## src/hdl/apf_pkg.sv

```systemverilog
// Package: shared types, constants and word-coding functions of the packet formatter.
`default_nettype none
package apf_pkg;

  // Packet length alignment (1..16) and the width of the length counter.
  localparam int PAD_ALIGN = 12;
  localparam int MOD_W     = (PAD_ALIGN > 1) ? $clog2(PAD_ALIGN) : 1;

  localparam int BYTE_W  = 8;
  localparam int WORD_W  = 10;
  localparam int SUM_W   = 9;
  localparam int CFG_IDX_W  = 1;
  localparam int CFG_DATA_W = 8;

  // Queue between front and back.
  localparam int QUEUE_DEPTH = 4;
  localparam int QPTR_W      = $clog2(QUEUE_DEPTH);
  localparam int QCNT_W      = $clog2(QUEUE_DEPTH + 1);

  // Input command codes.
  localparam logic CMD_START = 1'b0;
  localparam logic CMD_DATA  = 1'b1;

  // Configuration register indexes.
  localparam logic [CFG_IDX_W-1:0] REG_DID  = 1'b0;
  localparam logic [CFG_IDX_W-1:0] REG_SDID = 1'b1;

  // Fixed words.
  localparam logic [WORD_W-1:0] WORD_ADF0 = 10'h000;
  localparam logic [WORD_W-1:0] WORD_ADF1 = 10'h3FF;
  localparam logic [WORD_W-1:0] WORD_PAD  = 10'h040;

  // Header word positions after the first flag word.
  localparam logic [2:0] HDR_FLAG1 = 3'd1;
  localparam logic [2:0] HDR_FLAG2 = 3'd2;
  localparam logic [2:0] HDR_DID   = 3'd3;
  localparam logic [2:0] HDR_SDID  = 3'd4;
  localparam logic [2:0] HDR_COUNT = 3'd5;

  typedef enum logic {
    OP_START = 1'b0,
    OP_DATA  = 1'b1
  } op_kind_t;

  // One classified item: a start or an in-packet data byte.
  typedef struct packed {
    op_kind_t          kind;
    logic [BYTE_W-1:0] value;
    logic              finish;  // last byte of the packet (or zero-count start)
  } op_t;

  // Even parity in bit 8, its inverse in bit 9.
  function automatic logic [WORD_W-1:0] with_parity(input logic [BYTE_W-1:0] b);
    logic p;
    p = ^b;
    return {~p, p, b};
  endfunction

  function automatic logic [WORD_W-1:0] checksum_word(input logic [SUM_W-1:0] s);
    return {~s[SUM_W-1], s};
  endfunction

  function automatic logic [MOD_W-1:0] mod_inc(input logic [MOD_W-1:0] m);
    logic [MOD_W-1:0] r;
    if (m == MOD_W'(PAD_ALIGN - 1)) r = '0;
    else r = m + MOD_W'(1);
    return r;
  endfunction

endpackage
`default_nettype wire

```

## src/hdl/apf_in_if.sv

```systemverilog
// Interface: input byte channel (command and value).
`default_nettype none
interface apf_in_if;
  logic                         valid;
  logic                         ready;
  logic                         command;
  logic [apf_pkg::BYTE_W-1:0]   value;

  modport source (output valid, output command, output value, input ready);
  modport sink   (input valid, input command, input value, output ready);
endinterface
`default_nettype wire

```

## src/hdl/apf_out_if.sv

```systemverilog
// Interface: output word channel (ten-bit word and end-of-packet mark).
`default_nettype none
interface apf_out_if;
  logic                         valid;
  logic                         ready;
  logic [apf_pkg::WORD_W-1:0]   word;
  logic                         end_of_packet;

  modport source (output valid, output word, output end_of_packet, input ready);
  modport sink   (input valid, input word, input end_of_packet, output ready);
endinterface
`default_nettype wire

```

## src/hdl/apf_front.sv

```systemverilog
// Front end: accept items, track packet state and classify items into operations.
`default_nettype none
module apf_front (
  input  wire logic     clk,
  input  wire logic     rst,
  apf_in_if.sink        bytes,
  input  wire logic     queue_full,
  output apf_pkg::op_t  push_op,
  output logic          push
);

  logic                         packet_open;
  logic [apf_pkg::BYTE_W-1:0]   bytes_left;
  logic                         accept;

  assign bytes.ready = !queue_full;
  assign accept      = bytes.valid && bytes.ready;

  always_comb begin
    push_op.value = bytes.value;
    if (bytes.command == apf_pkg::CMD_START) begin
      push_op.kind   = apf_pkg::OP_START;
      push_op.finish = (bytes.value == '0);
      push           = accept;
    end else begin
      push_op.kind   = apf_pkg::OP_DATA;
      push_op.finish = (bytes_left == apf_pkg::BYTE_W'(1));
      // drop data bytes outside a packet
      push           = accept && packet_open;
    end
  end

  always_ff @(posedge clk) begin
    if (rst) begin
      packet_open <= 1'b0;
      bytes_left  <= '0;
    end else if (push) begin
      if (push_op.kind == apf_pkg::OP_START) begin
        packet_open <= !push_op.finish;
        bytes_left  <= bytes.value;
      end else begin
        packet_open <= !push_op.finish;
        bytes_left  <= bytes_left - apf_pkg::BYTE_W'(1);
      end
    end
  end

endmodule
`default_nettype wire

```

## src/hdl/apf_queue.sv

```systemverilog
// Short queue of classified operations between front and back.
`default_nettype none
module apf_queue (
  input  wire logic          clk,
  input  wire logic          rst,
  input  wire logic          push,
  input  wire apf_pkg::op_t  push_op,
  input  wire logic          pop,
  output apf_pkg::op_t       head_op,
  output logic               not_empty,
  output logic               full
);

  apf_pkg::op_t                 mem [apf_pkg::QUEUE_DEPTH];
  logic [apf_pkg::QPTR_W-1:0]   wr_ptr;
  logic [apf_pkg::QPTR_W-1:0]   rd_ptr;
  logic [apf_pkg::QCNT_W-1:0]   count;
  logic                         do_pop;

  assign not_empty = (count != '0);
  assign full      = (count == apf_pkg::QCNT_W'(apf_pkg::QUEUE_DEPTH));
  assign head_op   = mem[rd_ptr];
  assign do_pop    = pop && not_empty;

  always_ff @(posedge clk) begin
    if (push) mem[wr_ptr] <= push_op;
  end

  always_ff @(posedge clk) begin
    if (rst) begin
      wr_ptr <= '0;
      rd_ptr <= '0;
      count  <= '0;
    end else begin
      if (push)   wr_ptr <= wr_ptr + apf_pkg::QPTR_W'(1);
      if (do_pop) rd_ptr <= rd_ptr + apf_pkg::QPTR_W'(1);
      if (push && !do_pop)      count <= count + apf_pkg::QCNT_W'(1);
      else if (!push && do_pop) count <= count - apf_pkg::QCNT_W'(1);
    end
  end

endmodule
`default_nettype wire

```

## src/hdl/apf_back.sv

```systemverilog
// Back end: expand operations into header, data, checksum and padding words.
`default_nettype none
module apf_back (
  input  wire logic                        clk,
  input  wire logic                        rst,
  input  wire logic [apf_pkg::BYTE_W-1:0]  did_value,
  input  wire logic [apf_pkg::BYTE_W-1:0]  sdid_value,
  input  wire apf_pkg::op_t                head_op,
  input  wire logic                        not_empty,
  output logic                             pop,
  apf_out_if.source                        words
);

  typedef enum logic [3:0] {
    ST_FETCH = 4'b0001,
    ST_HDR   = 4'b0010,
    ST_CSUM  = 4'b0100,
    ST_PAD   = 4'b1000
  } state_t;

  state_t                        state, state_next;
  logic [2:0]                    hdr_idx, hdr_idx_next;
  logic [apf_pkg::BYTE_W-1:0]    cur_count, cur_count_next;
  logic                          cur_finish, cur_finish_next;
  logic [apf_pkg::SUM_W-1:0]     sum, sum_next;
  logic [apf_pkg::MOD_W-1:0]     mod, mod_next;
  logic                          out_valid, out_valid_next;
  logic [apf_pkg::WORD_W-1:0]    out_word, out_word_next;
  logic                          out_eop, out_eop_next;
  logic                          adv;
  logic [apf_pkg::WORD_W-1:0]    data_word;
  logic [apf_pkg::WORD_W-1:0]    hdr_word;

  assign words.valid         = out_valid;
  assign words.word          = out_word;
  assign words.end_of_packet = out_eop;

  // advance when the output register is empty or being taken
  assign adv       = !out_valid || words.ready;
  assign data_word = apf_pkg::with_parity(head_op.value);

  always_comb begin
    unique case (hdr_idx)
      apf_pkg::HDR_DID:   hdr_word = apf_pkg::with_parity(did_value);
      apf_pkg::HDR_SDID:  hdr_word = apf_pkg::with_parity(sdid_value);
      apf_pkg::HDR_COUNT: hdr_word = apf_pkg::with_parity(cur_count);
      default:            hdr_word = apf_pkg::WORD_ADF1;
    endcase
  end

  always_comb begin
    state_next      = state;
    hdr_idx_next    = hdr_idx;
    cur_count_next  = cur_count;
    cur_finish_next = cur_finish;
    sum_next        = sum;
    mod_next        = mod;
    out_valid_next  = out_valid && !words.ready;
    out_word_next   = out_word;
    out_eop_next    = out_eop;
    pop             = 1'b0;
    if (adv) begin
      unique case (state)
        ST_FETCH: begin
          if (not_empty) begin
            pop            = 1'b1;
            out_valid_next = 1'b1;
            out_eop_next   = 1'b0;
            if (head_op.kind == apf_pkg::OP_START) begin
              out_word_next   = apf_pkg::WORD_ADF0;
              sum_next        = '0;
              mod_next        = apf_pkg::mod_inc('0);
              hdr_idx_next    = apf_pkg::HDR_FLAG1;
              cur_count_next  = head_op.value;
              cur_finish_next = head_op.finish;
              state_next      = ST_HDR;
            end else begin
              out_word_next = data_word;
              sum_next      = sum + data_word[apf_pkg::SUM_W-1:0];
              mod_next      = apf_pkg::mod_inc(mod);
              if (head_op.finish) state_next = ST_CSUM;
            end
          end
        end
        ST_HDR: begin
          out_valid_next = 1'b1;
          out_eop_next   = 1'b0;
          out_word_next  = hdr_word;
          mod_next       = apf_pkg::mod_inc(mod);
          hdr_idx_next   = hdr_idx + 3'd1;
          if (hdr_idx != apf_pkg::HDR_FLAG1 && hdr_idx != apf_pkg::HDR_FLAG2) begin
            sum_next = sum + hdr_word[apf_pkg::SUM_W-1:0];
          end
          if (hdr_idx == apf_pkg::HDR_COUNT) begin
            state_next = cur_finish ? ST_CSUM : ST_FETCH;
          end
        end
        ST_CSUM: begin
          out_valid_next = 1'b1;
          out_word_next  = apf_pkg::checksum_word(sum);
          mod_next       = apf_pkg::mod_inc(mod);
          out_eop_next   = (apf_pkg::mod_inc(mod) == '0);
          state_next     = (apf_pkg::mod_inc(mod) == '0) ? ST_FETCH : ST_PAD;
        end
        ST_PAD: begin
          out_valid_next = 1'b1;
          out_word_next  = apf_pkg::WORD_PAD;
          mod_next       = apf_pkg::mod_inc(mod);
          out_eop_next   = (apf_pkg::mod_inc(mod) == '0);
          if (apf_pkg::mod_inc(mod) == '0) state_next = ST_FETCH;
        end
        default: state_next = ST_FETCH;
      endcase
    end
  end

  always_ff @(posedge clk) begin
    if (rst) begin
      state      <= ST_FETCH;
      hdr_idx    <= apf_pkg::HDR_FLAG1;
      cur_finish <= 1'b0;
      sum        <= '0;
      mod        <= '0;
      out_valid  <= 1'b0;
    end else begin
      state      <= state_next;
      hdr_idx    <= hdr_idx_next;
      cur_finish <= cur_finish_next;
      sum        <= sum_next;
      mod        <= mod_next;
      out_valid  <= out_valid_next;
    end
  end

  always_ff @(posedge clk) begin
    cur_count <= cur_count_next;
    out_word  <= out_word_next;
    out_eop   <= out_eop_next;
  end

endmodule
`default_nettype wire

```

## src/hdl/ancillary_packet_formatter_core.sv

```systemverilog
// Top level: ancillary packet formatter with config registers, front, queue and back.
// With the back end idle, an accepted item is written into the operation queue and its first
//   word is then registered on the output, where the sink can take it.
// Rate: one payload byte per cycle (one word each) while the sink is ready; a start item
//   expands into six header words, a finishing item adds one checksum word and up to
//   PAD_ALIGN-1 padding words, one per cycle, buffered by the four-entry operation queue.
// Reset (rst, synchronous): clears DID/SDID, packet state, queue and output register.
`default_nettype none
module ancillary_packet_formatter_core (
  input  wire logic                              clk,
  input  wire logic                              rst,
  input  wire logic                              cfg_we,
  input  wire logic [apf_pkg::CFG_IDX_W-1:0]     cfg_index,
  input  wire logic [apf_pkg::CFG_DATA_W-1:0]    cfg_data,
  apf_in_if.sink                                 bytes,
  apf_out_if.source                              words
);

  // Header identifiers; the user must write them only while the block is idle (not enforced).
  logic [apf_pkg::BYTE_W-1:0] did_value;
  logic [apf_pkg::BYTE_W-1:0] sdid_value;

  // Front to queue, queue to back.
  apf_pkg::op_t push_op;
  logic         push;
  apf_pkg::op_t head_op;
  logic         not_empty;
  logic         queue_full;
  logic         pop;

  always_ff @(posedge clk) begin
    if (rst) begin
      did_value  <= '0;
      sdid_value <= '0;
    end else if (cfg_we) begin
      unique case (cfg_index)
        apf_pkg::REG_DID:  did_value  <= cfg_data;
        apf_pkg::REG_SDID: sdid_value <= cfg_data;
        default: ;
      endcase
    end
  end

  // Front: accept items, drop stray payload bytes, mark the last byte of each packet.
  apf_front u_front (
    .clk        (clk),
    .rst        (rst),
    .bytes      (bytes),
    .queue_full (queue_full),
    .push_op    (push_op),
    .push       (push)
  );

  // Queue: lets header and padding bursts in the back end overlap new input.
  apf_queue u_queue (
    .clk       (clk),
    .rst       (rst),
    .push      (push),
    .push_op   (push_op),
    .pop       (pop),
    .head_op   (head_op),
    .not_empty (not_empty),
    .full      (queue_full)
  );

  // Back: sequence header, data, checksum and padding into the output register.
  apf_back u_back (
    .clk        (clk),
    .rst        (rst),
    .did_value  (did_value),
    .sdid_value (sdid_value),
    .head_op    (head_op),
    .not_empty  (not_empty),
    .pop        (pop),
    .words      (words)
  );

endmodule
`default_nettype wire

```

## src/flat_wrapper.sv

```systemverilog
// flat-port wrapper written by rule: the top's interface ports become plain ports
module ancillary_packet_formatter_core_flat 
  (clk, rst, cfg_we, cfg_index, cfg_data, bytes_valid, bytes_command, bytes_value, bytes_ready, words_valid, words_word, words_end_of_packet, words_ready);
  apf_in_if bytes_i ();
  apf_out_if words_i ();
  input  wire logic clk;
  input  wire logic rst;
  input  wire logic cfg_we;
  input  wire logic [apf_pkg::CFG_IDX_W-1:0] cfg_index;
  input  wire logic [apf_pkg::CFG_DATA_W-1:0] cfg_data;
  input wire logic [$bits(bytes_i.valid)-1:0] bytes_valid;
  input wire logic [$bits(bytes_i.command)-1:0] bytes_command;
  input wire logic [$bits(bytes_i.value)-1:0] bytes_value;
  output wire logic [$bits(bytes_i.ready)-1:0] bytes_ready;
  output wire logic [$bits(words_i.valid)-1:0] words_valid;
  output wire logic [$bits(words_i.word)-1:0] words_word;
  output wire logic [$bits(words_i.end_of_packet)-1:0] words_end_of_packet;
  input wire logic [$bits(words_i.ready)-1:0] words_ready;
  assign bytes_i.valid = bytes_valid;
  assign bytes_i.command = bytes_command;
  assign bytes_i.value = bytes_value;
  assign bytes_ready = bytes_i.ready;
  assign words_valid = words_i.valid;
  assign words_word = words_i.word;
  assign words_end_of_packet = words_i.end_of_packet;
  assign words_i.ready = words_ready;
  ancillary_packet_formatter_core u_core (.clk(clk), .rst(rst), .cfg_we(cfg_we), .cfg_index(cfg_index), .cfg_data(cfg_data), .bytes(bytes_i), .words(words_i));
endmodule
```

## config.mk

```make
export PLATFORM = sky130hd
export DESIGN_NAME = ancillary_packet_formatter_core_flat
export DESIGN_NICKNAME = d
export VERILOG_FILES = /design/src/hdl/apf_pkg.sv /design/src/hdl/apf_in_if.sv /design/src/hdl/apf_out_if.sv /design/src/hdl/apf_front.sv /design/src/hdl/apf_queue.sv /design/src/hdl/apf_back.sv /design/src/hdl/ancillary_packet_formatter_core.sv /design/src/flat_wrapper.sv
export SDC_FILE = /design/constraint.sdc
export NUM_CORES = 1
export LEC_CHECK = 0
export BUFFER_PORTS_ARGS = -buffer_cell sky130_fd_sc_hd__buf_4
export CAP_MARGIN = 25
export CORE_ASPECT_RATIO = 1.1
export CORE_MARGIN = 2
export CORE_UTILIZATION = 62
export CTS_CLUSTER_DIAMETER = 100
export DETAILED_ROUTE_END_ITERATION = 8
export GPL_TIMING_DRIVEN = 1
export PLACE_DENSITY = 0.82
export REMOVE_ABC_BUFFERS = 1
export SKIP_LAST_GASP = 1
export SYNTH_ARGS = -nofsm -noshare
export SYNTH_HDL_FRONTEND = slang
export SYNTH_SLANG_ARGS = --single-unit
```

## constraint.sdc

```tcl
create_clock -name clk -period 5.9 [get_ports clk]
set_input_delay 0.59 -clock clk [delete_from_list [all_inputs] [get_ports clk]]
set_output_delay 0.59 -clock clk [all_outputs]
set_load 0.01 [all_outputs]
```

# [Yosys cells after proc, flatten, opt, wreduce, memory -nomap -nowiden]
# Memory sizes are Yosys's and may differ from the RTL's. A register that Yosys moved wholly into a read port is not among the register bits.
# Index checks and enable logic that the tools add are counted.
[word_totals] input_bits=23 out_inout_bits=13 latchBits=0 mem_count=1 ff_bits=73 rom_bits=0 elab_cells=131 ram_bits=40
[classes] div=0 add_sub_neg=9 bitwise=7 muxes=45 reduce_logical=35 shift=0 n_lt_le_gt_ge=0 multipliers=0 n_eq_ne=18
[memory_table] memory="u_core.u_queue.mem" words=4 width=10 rd=1 rd_ports_with_merged_regs=1 write_ports=1 line="apf_queue.sv:14" text="apf_pkg::op_t mem [apf_pkg::QUEUE_DEPTH];"
[op_table] operator="2-to-1 mux 4 bit" count=13
[op_table] operator="one-hot mux 10 bit (4 select lines)" count=1
[op_table] operator="XOR reduction 8 bit" count=4
[op_table] operator="one-hot mux 10 bit (3 select lines)" count=1
[op_table] operator="2-to-1 mux 9 bit" count=3
[op_table] operator="2-to-1 mux 10 bit" count=2
[op_table] operator="adder 9 bit" count=2
[op_table] operator="one-hot mux 9 bit (2 select lines)" count=1
[op_table] operator="one-hot mux 4 bit (4 select lines)" count=1
[op_table] operator="2-to-1 mux 3 bit" count=5
[op_table] operator="AND reduction 4 bit" count=3
[op_table] operator="2-to-1 mux 1 bit" count=11
[op_table] operator="== test 3 bit (second input constant)" count=3
[op_table] operator="== test 4 bit (second input constant)" count=2
[op_table] operator="== test 8 x 1 -> 1 bit (second input constant)" count=1
[op_table] operator="zero test 4 bit" count=2
[op_table] operator="zero test 8 bit" count=1
[op_table] operator="2-to-1 mux 8 bit" count=1
[op_table] operator="!= test 2 bit (second input constant)" count=4
[op_table] operator="one-hot mux 4 bit (2 select lines)" count=1
[op_table] operator="subtractor 8 x 1 -> 8 bit (second input constant)" count=1
[op_table] operator="logical AND 1 bit" count=7
[op_table] operator="NOT 1 bit" count=7
[op_table] operator="adder 3 x 1 -> 3 bit (second input constant)" count=2
[op_table] operator="other kinds (24)" count=35

# [Logic depth before layout (Yosys ltp)]
# Gate-level depths: netlist of run 1.
[logic_depth] word_depth=9 depth_mapped=18 mapped_depth_nobuf=15

# [By module]
# A second synthesis of run 1 with hierarchy kept.
[hier_totals] hier_cells=581 area_unflattened_um2=6358.6
[modules_own_cells] mod="apf_back" seq_area_each_um2=1011.0 n_inst=1 area_per_inst_um2=3108.0 cells_each=334
[modules_own_cells] mod="apf_queue" seq_area_each_um2=1381.3 n_inst=1 area_per_inst_um2=1904.3 cells_each=96
[modules_own_cells] mod="ancillary_packet_formatter_core" seq_area_each_um2=320.3 n_inst=1 area_per_inst_um2=674.4 cells_each=64
[modules_own_cells] mod="apf_front" seq_area_each_um2=180.2 n_inst=1 area_per_inst_um2=671.9 cells_each=87

# [Least setup slack after synthesis of run 1]
# Ideal clock, no wire load.
[synth_timing] kind="reg2reg" from="register u_core.u_back.hdr_idx[0]" to="register u_core.u_back.sum[8] in the netlist's numbering" synth_period_minus_slack_ps=3281 required_ps=5809 setup_slack_ps=2619 stages_incl_launch_ff=19 arrival_time_ps=3190 setup_ps=91 n_path_buf=3 path_cell_list="dfxtp_1 > inv_1 > ha_1 > and2_1 > buf_2 > or3_1 > buf_2 > clkbuf_1 > nand2_1 > ha_1 > fa_1 > a21oi_1 > nor2_1 > nor2_1 > o21ai_0 > nor2_1 > nor2_1 > o41a_1 > a311oi_1"
[synth_between] elab_chain_len=5 word_cells_on_any_way=12 classes_between="add/sub (1); eq/ne (6); mux (3); reduce/logical (2)"
[synth_rtl] element="start: declaration" line="apf_back.sv:22" text="logic [2:0] hdr_idx, hdr_idx_next;"
[synth_rtl] element="start signal: assignment" line="apf_back.sv:120" text="hdr_idx <= apf_pkg::HDR_FLAG1;"
[synth_rtl] element="start signal: assignment" line="apf_back.sv:127" text="hdr_idx <= hdr_idx_next;"
[synth_rtl] element="== test 3 bit or == test 3 x 2 -> 1 bit (tied branches)" line="apf_back.sv:43" text="unique case (hdr_idx)"
[synth_rtl] element="one-hot mux 10 bit (3 select lines)" line="apf_back.sv:43"
[synth_rtl] element="adder 9 bit" line="apf_back.sv:92" text="sum_next = sum + hdr_word[apf_pkg::SUM_W-1:0];"
[synth_rtl] element="2-to-1 mux 9 bit" line="apf_back.sv:91" text="if (hdr_idx != apf_pkg::HDR_FLAG1 && hdr_idx != apf_pkg::HDR_FLAG2) begin"
[synth_rtl] element="one-hot mux 9 bit (2 select lines)" line="apf_back.sv:63" text="unique case (state)"
[synth_rtl] element="end signal: assignment" line="apf_back.sv:129" text="sum <= sum_next;"
[synth_rtl] element="end: declaration" line="apf_back.sv:25" text="logic [apf_pkg::SUM_W-1:0] sum, sum_next;"
# Parallel ways exist; a longest one is shown, timed or not. The select of a mux whose other input is x is not followed.
# A chain may end at the register's enable or synchronous reset.

# [Worst setup path after layout of run 1]
[layout_timing] from="register u_core.u_back.hdr_idx[1]" to="register u_core.u_back.sum[8] in the netlist's numbering"
# Same word-level chain as after synthesis.

==> report_table.html, run 1 <==
<table>
<tr><th>Metric</th><th>Value</th></tr>
<tr><th colspan="2">Clock tree</th></tr>
<tr><td>Clock sink total</td><td>115</td></tr>
<tr><td>Clock root cell</td><td>sky130_fd_sc_hd__clkbuf_8</td></tr>
<tr><td>Maximum level of the CTS H-tree</td><td>4</td></tr>
<tr><td>CTS clk-pin slew, worst paths</td><td>about 0.06 ns</td></tr>
<tr><td>Largest buffer count on any clock path</td><td>2</td></tr>
<tr><td>Worst-skew pair later-pin latency</td><td>0.54 ns</td></tr>
<tr><td>Number of clock buffers inserted by TritonCTS</td><td>17</td></tr>
<tr><td>Number of buffers added to fix hold violations after cts</td><td>0</td></tr>
<tr><td># Post-CTS Setup Buffers</td><td>0</td></tr>
<tr><td>Quantity of gates resized following cts</td><td>0</td></tr>
<tr><td>TritonCTS clock tree</td><td>yes</td></tr>
<tr><th colspan="2">GRT</th></tr>
<tr><td>Leftover overflow at the end of global routing</td><td>0</td></tr>
<tr><td>Number of antenna violations at the first check in global routing</td><td>0</td></tr>
<tr><td>Maximum number of pins on one net before global-route repair</td><td>56</td></tr>
<tr><td>Global-route wire length before repair</td><td>22,300 um</td></tr>
<tr><td>Total global-route track usage</td><td>approximately 28%</td></tr>
<tr><td>Vias in the first global route</td><td>~4,500</td></tr>
<tr><th colspan="2">Synthesis</th></tr>
<tr><td>Post-synthesis area per instance</td><td>about 11 um2</td></tr>
<tr><td>Top_reg_cell synth</td><td>sky130_fd_sc_hd__edfxtp_1</td></tr>
<tr><td>Number of synthesized register bits</td><td>115</td></tr>
<tr><td>Commonest cells post-synth</td><td>59 x sky130_fd_sc_hd__edfxtp_1, 56 x sky130_fd_sc_hd__dfxtp_1, 54 x sky130_fd_sc_hd__nor2_1</td></tr>
<tr><td>Leading area contributor after synthesis</td><td>sky130_fd_sc_hd__edfxtp_1</td></tr>
<tr><td>Count of cell types in the netlist</td><td>56</td></tr>
<tr><td>Most common cell in the synthesized netlist</td><td>sky130_fd_sc_hd__edfxtp_1</td></tr>
<tr><td>Post-synth EDFFs</td><td>59</td></tr>
<tr><td>Mux share of post-synthesis cell area</td><td>under 10%</td></tr>
<tr><td>Synth Instances</td><td>571</td></tr>
<tr><td>Adder-cell share of the synthesized area</td><td>7.02%</td></tr>
<tr><td>Ys Warns</td><td>0</td></tr>
<tr><td>Xor/xnor cell area share of the yosys netlist</td><td>under 10%</td></tr>
<tr><td>Share of the synthesized area in the top cell type</td><td>29.4%</td></tr>
<tr><td>Leading cell types by total area after synthesis</td><td>sky130_fd_sc_hd__edfxtp_1 29%, sky130_fd_sc_hd__dfxtp_1 19%, sky130_fd_sc_hd__ha_1 6.0%</td></tr>
<tr><td>Dominant combinational cell family by area after synthesis</td><td>compound AO/OA/AOI/OAI gates</td></tr>
<tr><td>Post-Syn Area</td><td>0.00602 mm2</td></tr>
<tr><td>Fraction of the yosys area taken by sequential cells</td><td>48.0%</td></tr>
<tr><td>Post-synthesis compound-gate area fraction</td><td>14.4%</td></tr>
<tr><td>Share of async-settable or async-resettable flops after synthesis</td><td>0%</td></tr>
<tr><td>Simple-gate area share of the yosys netlist</td><td>a little over an eighth</td></tr>
<tr><th colspan="2">STA</th></tr>
<tr><td>Minimum period implied by the final worst setup slack</td><td>3.70 ns</td></tr>
<tr><td>Ratio of final minimum period to clock period</td><td>between 60% and 70%</td></tr>
<tr><td>Post-Route Skew</td><td>0.00802 ns</td></tr>
<tr><td>Max transition margin</td><td>34.8%</td></tr>
<tr><td>Total count of max-transition violations in the final report</td><td>0</td></tr>
<tr><td>Minimum hold slack</td><td>0.276 ns</td></tr>
<tr><td>Final Setup Violations</td><td>0</td></tr>
<tr><td>Highest clock rate</td><td>between 0.2 and 0.3 GHz</td></tr>
<tr><td>RSZ-0062 raised after global routing</td><td>false</td></tr>
<tr><td>Worst Tran Pin Value</td><td>0.973 ns</td></tr>
<tr><td>Count of final hold-check violations</td><td>0</td></tr>
<tr><td>Fin Setup TNS</td><td>0 ns</td></tr>
<tr><th colspan="2">Route</th></tr>
<tr><td>Via count</td><td>4,571</td></tr>
<tr><td>DRT antenna net count</td><td>0</td></tr>
<tr><td>Initial DRC Count</td><td>558</td></tr>
<tr><td>Drt via density</td><td>6.30</td></tr>
<tr><td>Pre-antenna DRT Iters</td><td>5</td></tr>
<tr><td>Detail-routed net length per standard cell</td><td>18.8 um</td></tr>
<tr><td>Drc violations</td><td>0</td></tr>
<tr><td>Total length of routed wires</td><td>approximately 14,000 um</td></tr>
<tr><th colspan="2">Floorplanning</th></tr>
<tr><td>Total die area</td><td>0.0105 mm2</td></tr>
<tr><td>Chip width</td><td>98.0 um</td></tr>
<tr><td>Starting Density</td><td>64.1%</td></tr>
<tr><td>I/O pins</td><td>36</td></tr>
<tr><td>Core footprint</td><td>0.00940 mm2</td></tr>
<tr><td>Core Rows</td><td>37</td></tr>
<tr><td>Die outline height</td><td>~110 um</td></tr>
<tr><th colspan="2">Worst setup path</th></tr>
<tr><td>Worst path slowest cell</td><td>sky130_fd_sc_hd__or3_1</td></tr>
<tr><td>Top cell by count, worst path</td><td>sky130_fd_sc_hd__nor2_1</td></tr>
<tr><td>Maximum fanout along the worst path</td><td>16</td></tr>
<tr><td>Arr. time, crit path</td><td>4.15 ns</td></tr>
<tr><td>Critical-path cell list</td><td>inv_1 -&gt; ha_1 -&gt; and2_1 -&gt; or3_1 -&gt; nand2_1 -&gt; ha_1 -&gt; fa_1 -&gt; a21oi_1 -&gt; nor2_1 -&gt; nor2_1 -&gt; o21ai_0 -&gt; nor2_1 -&gt; nor2_1 -&gt; o41a_1 -&gt; a311oi_1</td></tr>
<tr><td>Critical path startpoint category</td><td>flop</td></tr>
<tr><td>Kind of critical path</td><td>flop to flop</td></tr>
<tr><td>CP Data Required Time</td><td>6.34 ns</td></tr>
<tr><td>Capturing element type of the critical path</td><td>flop</td></tr>
<tr><td>Peak per-stage delay on the critical path</td><td>0.45 ns</td></tr>
<tr><th colspan="2">Power</th></tr>
<tr><td>Sequential share of power</td><td>32.4%</td></tr>
<tr><td>Switching Share</td><td>37.0%</td></tr>
<tr><td>Lkg Pwr</td><td>approximately 0.0025 uW</td></tr>
<tr><td>Sw power</td><td>around 1400 uW</td></tr>
<tr><td>Power per standard cell area</td><td>532 mW/mm2</td></tr>
<tr><td>Total power</td><td>3660 uW</td></tr>
<tr><td>Int Power</td><td>2310 uW</td></tr>
<tr><td>Combinational fraction of design power</td><td>around two fifths</td></tr>
<tr><td>Peak VDD IR</td><td>0.000290 V</td></tr>
<tr><td>Share of power burned in the clock network</td><td>27.0%</td></tr>
<tr><th colspan="2">Final layout</th></tr>
<tr><td>Ant diodes</td><td>0</td></tr>
<tr><td>Cell Count, Final, Fillers Out</td><td>~730</td></tr>
<tr><td>Net total in the final layout</td><td>650</td></tr>
<tr><td>Utilization after layout</td><td>about three quarters</td></tr>
<tr><td>Share of final-layout standard cells stronger than drive strength 1</td><td>13.5%</td></tr>
<tr><td>Area grow syn2layout</td><td>14.3%</td></tr>
<tr><th colspan="2">Status</th></tr>
<tr><td>Result of the run</td><td>finished, final reports clean</td></tr>
<tr><th colspan="2">Placement</th></tr>
<tr><td>Half-perimeter wire length after detailed placement</td><td>9580 um</td></tr>
<tr><td>Total placed cells including tap cells</td><td>692</td></tr>
<tr><td>Weighted congestion at the end of routability-driven global placement</td><td>0.934</td></tr>
<tr><td>Number of buffers added on ports</td><td>35</td></tr>
<tr><th colspan="2">Worst hold path</th></tr>
<tr><td>Hold Path Class</td><td>primary input to flop</td></tr>
<tr><th colspan="2">Run</th></tr>
<tr><td># Max-Cap Violations</td><td>0</td></tr>
</table>
==> kinds of logic (layout without fill, tap and decap cells) <==
kind of cell    Yosys count  after routing
fa+ha+maj                32             32
flops                   115            115
simple gates            168            168
xor+xnor                 50             50
mux                      23             23
buf+inv                  55             92
compound gates          128            128
==> state kept, by name, summed over array words and instances (netlist names), 3 cells and up, named ones only <==
name / flops
u_core.u_back.state: 4
u_core.u_back.words.word: 10
u_core.u_queue.count: 3
u_core.u_back.hdr_idx: 3
u_core.u_front.bytes_left: 8
u_core.u_back.mod: 4
u_core.u_queue.mem: 40
u_core.sdid_value: 8
u_core.u_back.sum: 9
u_core.did_value: 8
u_core.u_back.cur_count: 8
==> area by class of cell <==
| type | instances | area, um2 |
|---|---|---|
| multi-input combinational | 401 | 2910 |
| clock buffer | 19 | 442 |
| tap | 117 | 146 |
| sequential | 115 | 2890 |
| timing repair buffer | 36 | 268 |
| clock inverter | 13 | 134 |
| fill | 647 | 2510 |
| inverter | 24 | 90.1 |
==> power by group through the flow <==
stage / clock, uW / combinational, uW / sequential [uW]
floorplan: 0 / 1060 / 1180
global placement: 0 / 1380 / 1190
detailed placement: 0 / 1440 / 1200
CTS: 997 / 1470 / 1180
global route: 1030 / 1630 / 1210
finish: 989 / 1490 / 1190
==> path summary, 6_finish.rpt <==
check / slack (ns) / depth (start not counted) / endpoint / startpoint
max reg2reg: 2.20 / 15 / u_core.u_back.sum[8] / u_core.u_back.hdr_idx[1]
min: 0.28 / 1 / u_core.u_queue.mem[3][5] / bytes_value[4]
min reg2reg: 0.49 / 2 / u_core.sdid_value[2] / u_core.sdid_value[2]
max: 2.20 / 15 / u_core.u_back.sum[8] / u_core.u_back.hdr_idx[1]
==> critical path: cells and delay by family, from the launching register on <==
kind / cells / cell delay [ns]
AND/OR/NAND/NOR: 7 / 1.36
flip-flops: 1 / 0.34
adder cells (fa/ha/maj): 3 / 0.84
AO/OA/AOI/OAI: 4 / 0.96
buffers and inverters: 1 / 0.09
==> layer usage <==
metal	vias up	wire [um]	GRT usage, %
li1	2140	-	-
met1	2198	5150	31.6
met2	183	7120	47.9
met3	50	821	6.56
met4	0	531	14.6
met5	-	0	0
==> layout by cell type, fill, tap and decap left out, types with 14 or more instances in the layout <==
cell type                    n
sky130_fd_sc_hd__a211oi_1   14
sky130_fd_sc_hd__a21oi_1    42
sky130_fd_sc_hd__buf_4      35
sky130_fd_sc_hd__clkbuf_16  16
sky130_fd_sc_hd__dfxtp_1    56
sky130_fd_sc_hd__edfxtp_1   59
sky130_fd_sc_hd__ha_1       29
sky130_fd_sc_hd__inv_1      23
sky130_fd_sc_hd__nand2_1    47
sky130_fd_sc_hd__nand3_1    15
sky130_fd_sc_hd__nor2_1     54
sky130_fd_sc_hd__o21ai_0    17
sky130_fd_sc_hd__xnor2_1    36
==> stage by stage <==
stage / area (um2) / setup slack (ns)
floorplan: 5890 / 2.74
global route: 6880 / 1.92
global placement: 6300 / 2.55
finish: 6880 / 2.20
detailed placement: 6300 / 2.35
CTS: 6880 / 2.24
Power figures use the tool's default switching activity.
==> inputs of run 2 (changes only) <==
CORE_UTILIZATION = 61   (was 62)
PLACE_DENSITY = 0.81   (was 0.82)
clock period = 3.5 ns   (was 5.9 ns; I/O delays follow)
==> run 2 against run 1 <==
Final cell count grew 1.5%. Flip-flop and latch count is the same. Worst setup slack lost 2.0 ns. Routed wire length grew 1.1%. First-iteration DRC count shrank 22%. Power grew 71%. Non-clock buffer count grew 8. Maximum frequency grew 11%. Clock skew shrank 0.0015 ns. Final area grew 1.4%.
==> report_table.html, run 2 (synthesized netlist as in run 1, its figures left out) <==
<table>
<tr><th>Metric</th><th>Value</th></tr>
<tr><th colspan="2">Status</th></tr>
<tr><td>Result of the run</td><td>finished, final reports clean</td></tr>
<tr><th colspan="2">Worst setup path</th></tr>
<tr><td>Worst setup path startpoint</td><td>u_core.u_back.hdr_idx[1]</td></tr>
<tr><td>Maximum fanout along the worst path</td><td>11</td></tr>
<tr><td>Setup slack on the worst flop-to-flop path</td><td>between 0.15 and 0.2 ns</td></tr>
<tr><td>Kind of critical path</td><td>flop to flop</td></tr>
<tr><td>CP Data Required Time</td><td>just under 4 ns</td></tr>
<tr><td>Endpoint of the worst register-to-register path</td><td>u_core.u_back.sum[8]</td></tr>
<tr><td>Critical path startpoint category</td><td>flop</td></tr>
<tr><td>Capturing element type of the critical path</td><td>flop</td></tr>
<tr><td>Arr. time, crit path</td><td>3.77 ns</td></tr>
<tr><td>Reg2Reg Depth</td><td>16</td></tr>
<tr><td>Crit path to</td><td>u_core.u_back.sum[8]</td></tr>
<tr><td>Launching point of the worst reg2reg path</td><td>u_core.u_back.hdr_idx[1]</td></tr>
<tr><th colspan="2">Final layout</th></tr>
<tr><td>Cell area after layout</td><td>roughly 0.007 mm2</td></tr>
<tr><td>Most common library cell in the layout ignoring fill and taps</td><td>sky130_fd_sc_hd__edfxtp_1</td></tr>
<tr><td>Fillers</td><td>680</td></tr>
<tr><td>Ant diodes</td><td>0</td></tr>
<tr><td>Area grow syn2layout</td><td>15.9%</td></tr>
<tr><td>Share of final-layout standard cells stronger than drive strength 1</td><td>15.3%</td></tr>
<tr><td>Most frequent cells in the layout</td><td>59 x sky130_fd_sc_hd__edfxtp_1, 54 x sky130_fd_sc_hd__dfxtp_1, 53 x sky130_fd_sc_hd__nor2_1, 47 x sky130_fd_sc_hd__nand2_1, 44 x sky130_fd_sc_hd__buf_4</td></tr>
<tr><td>Sequential standard cell area</td><td>between 0.002 and 0.003 mm2</td></tr>
<tr><td>Top register by number of flip-flops</td><td>u_core.u_queue.mem</td></tr>
<tr><td>Largest register FFs</td><td>40</td></tr>
<tr><td>Net total in the final layout</td><td>658</td></tr>
<tr><td>Utilization after layout</td><td>71.6%</td></tr>
<tr><td>Area occupied by multi-input gates</td><td>0.00292 mm2</td></tr>
<tr><th colspan="2">Placement</th></tr>
<tr><td>Weighted congestion at the end of routability-driven global placement</td><td>a little over 0.9</td></tr>
<tr><td>Placement-stage cell area</td><td>approximately 0.0064 mm2</td></tr>
<tr><td>Half-perimeter wire length after detailed placement</td><td>between 9000 and 10,000 um</td></tr>
<tr><td>Number of buffers added on ports</td><td>35</td></tr>
<tr><th colspan="2">STA</th></tr>
<tr><td>Minimum hold slack</td><td>0.0349 ns</td></tr>
<tr><td>Ratio of final minimum period to clock period</td><td>95.2%</td></tr>
<tr><td>Minimum period implied by the final worst setup slack</td><td>3.33 ns</td></tr>
<tr><td>Max transition margin</td><td>35.4%</td></tr>
<tr><td>Highest clock rate</td><td>0.300 GHz</td></tr>
<tr><td>Worst Tran Pin Value</td><td>approximately 0.96 ns</td></tr>
<tr><td>Final Setup Violations</td><td>0</td></tr>
<tr><td>Total count of max-transition violations in the final report</td><td>0</td></tr>
<tr><td>Count of final hold-check violations</td><td>0</td></tr>
<tr><td>Post-Route Skew</td><td>between 0.006 and 0.007 ns</td></tr>
<tr><td>RSZ-0062 raised after global routing</td><td>true</td></tr>
<tr><td>Fin Setup TNS</td><td>0 ns</td></tr>
<tr><th colspan="2">Clock tree</th></tr>
<tr><td># Post-CTS Setup Buffers</td><td>0</td></tr>
<tr><td>Worst-skew pair later-pin latency</td><td>0.52 ns</td></tr>
<tr><td>Number of buffers added to fix hold violations after cts</td><td>0</td></tr>
<tr><td>CTS clk-pin slew, worst paths</td><td>around 0.060 ns</td></tr>
<tr><td>Number of clock buffers inserted by TritonCTS</td><td>17</td></tr>
<tr><td>Clock root cell</td><td>sky130_fd_sc_hd__clkbuf_8</td></tr>
<tr><td>Maximum level of the CTS H-tree</td><td>4</td></tr>
<tr><td>Largest buffer count on any clock path</td><td>2</td></tr>
<tr><td>Clock sink total</td><td>115</td></tr>
<tr><td>TritonCTS clock tree</td><td>yes</td></tr>
<tr><th colspan="2">GRT</th></tr>
<tr><td>Maximum number of pins on one net before global-route repair</td><td>56</td></tr>
<tr><td>Total global-route track usage</td><td>between 20% and 30%</td></tr>
<tr><td>Leftover overflow at the end of global routing</td><td>0</td></tr>
<tr><td>Number of antenna violations at the first check in global routing</td><td>0</td></tr>
<tr><td>Vias in the first global route</td><td>around 4,500</td></tr>
<tr><td>Global-route wire length before repair</td><td>22,600 um</td></tr>
<tr><th colspan="2">Floorplanning</th></tr>
<tr><td>Total die area</td><td>0.0107 mm2</td></tr>
<tr><td>I/O pins</td><td>36</td></tr>
<tr><td>Die outline height</td><td>108 um</td></tr>
<tr><td>Chip width</td><td>98.7 um</td></tr>
<tr><td>Starting Density</td><td>61.8%</td></tr>
<tr><td>Core footprint</td><td>0.00975 mm2</td></tr>
<tr><td>Core Rows</td><td>38</td></tr>
<tr><th colspan="2">Power</th></tr>
<tr><td>Sw power</td><td>2260 uW</td></tr>
<tr><td>Power per standard cell area</td><td>895 mW/mm2</td></tr>
<tr><td>Int Power</td><td>3980 uW</td></tr>
<tr><td>Sequential share of power</td><td>31.7%</td></tr>
<tr><td>Peak VDD IR</td><td>0.000521 V</td></tr>
<tr><td>Combinational fraction of design power</td><td>40.7%</td></tr>
<tr><td>Switching Share</td><td>36.2%</td></tr>
<tr><td>Total power</td><td>6250 uW</td></tr>
<tr><td>Share of power burned in the clock network</td><td>27.6%</td></tr>
<tr><td>Lkg Pwr</td><td>0.00259 uW</td></tr>
<tr><th colspan="2">Route</th></tr>
<tr><td>Drt via density</td><td>between 6 and 7</td></tr>
<tr><td>Via count</td><td>between 4,000 and 5,000</td></tr>
<tr><td>Drc violations</td><td>0</td></tr>
<tr><td>Initial DRC Count</td><td>about 440</td></tr>
<tr><td>Pre-antenna DRT Iters</td><td>6</td></tr>
<tr><td>DRT antenna net count</td><td>0</td></tr>
<tr><td>Detail-routed net length per standard cell</td><td>18.7 um</td></tr>
<tr><td>Total length of routed wires</td><td>13,800 um</td></tr>
<tr><th colspan="2">Run</th></tr>
<tr><td># Max-Cap Violations</td><td>0</td></tr>
<tr><th colspan="2">Worst hold path</th></tr>
<tr><td>Hold Path Class</td><td>primary input to flop</td></tr>
</table>
==> run 2: cell count changes in the layout (fill, tap and decap cells not counted), sizes merged <==
cell    before  now
buf         35   44
bufinv       2    3
clkinv       5    3
==> run 2: power by group through the flow <==
| stage | registers, uW | logic [uW] | clock network, uW |
|---|---|---|---|
| 2_1_floorplan | 1990 | 1790 | 0 |
| 3_3_place_gp | 1990 | 2380 | 0 |
| 3_5_place_dp | 2000 | 2470 | 0 |
| 4_1_cts | 1980 | 2520 | 1730 |
| 5_1_grt | 2020 | 2790 | 1790 |
| 6_report | 1980 | 2540 | 1720 |
==> run 2: how the worst min path moves through the flow <==
stage / cells after the start / endpoint / slack (ns) / startpoint
floorplan: 1 / u_core.sdid_value[0] / 0.42 / rst
global placement: 2 / u_core.u_back.hdr_idx[1] / 0.47 / u_core.u_back.hdr_idx[1]
detailed placement: 2 / u_core.sdid_value[3] / 0.49 / u_core.sdid_value[3]
CTS: 1 / u_core.u_queue.mem[1][7] / 0.02 / bytes_value[6]
global route: 1 / u_core.u_queue.mem[0][7] / 0.03 / bytes_value[6]
finish: 1 / u_core.u_queue.mem[1][7] / 0.03 / bytes_value[6]
==> run 2: worst max-delay path, stage by stage, from the launching register on <==
cell                       delay [ns]
sky130_fd_sc_hd__dfxtp_2         0.35
sky130_fd_sc_hd__inv_1           0.06
sky130_fd_sc_hd__ha_1            0.20
sky130_fd_sc_hd__and2_1          0.21
sky130_fd_sc_hd__buf_4           0.18
sky130_fd_sc_hd__or3_1           0.39
sky130_fd_sc_hd__buf_4           0.21
sky130_fd_sc_hd__nand2_1         0.07
sky130_fd_sc_hd__ha_1            0.27
sky130_fd_sc_hd__a21oi_1         0.17
sky130_fd_sc_hd__nor2_1          0.08
sky130_fd_sc_hd__nor2_2          0.15
sky130_fd_sc_hd__o21ai_1         0.12
sky130_fd_sc_hd__nor2_1          0.10
sky130_fd_sc_hd__nor2_1          0.06
sky130_fd_sc_hd__o41a_1          0.38
sky130_fd_sc_hd__a311oi_1        0.24
==> run 2: layout make-up <==
type                    instances  share of cell area, %
flip-flops and latches        115                   41.5
clock inverters                12                   2.26
clock buffers                  20                   6.24
multi-input cells             401                   41.8
inverters                      24                   1.29
repair buffers                 44                   4.73
well taps                     120                   2.15
==> run 2: what timing repair did <==
item / in CTS / in global routing
resized for setup: 3 / 6
endpoints found under the setup margin: 1 / 3
pin swaps: 2 / 3
==> run 2: stage by stage <==
step / worst slack, ns / instances
floorplan: 0.340 / 540
global placement: 0.225 / 704
detailed placement: 0.0387 / 704
CTS: 0.0412 / 736
global route: -0.0120 / 736
finish: 0.169 / 736
==> run 2: layer usage <==
metal / track usage [%] / wire length (um) / vias up / share of wire, %
li1: - / - / 2153 / -
met1: 30.8 / 5280 / 2248 / 38
met2: 49.0 / 7210 / 191 / 52
met3: 6.14 / 798 / 47 / 5.8
met4: 13.9 / 492 / 0 / 3.6
met5: 0 / 0 / - / 0
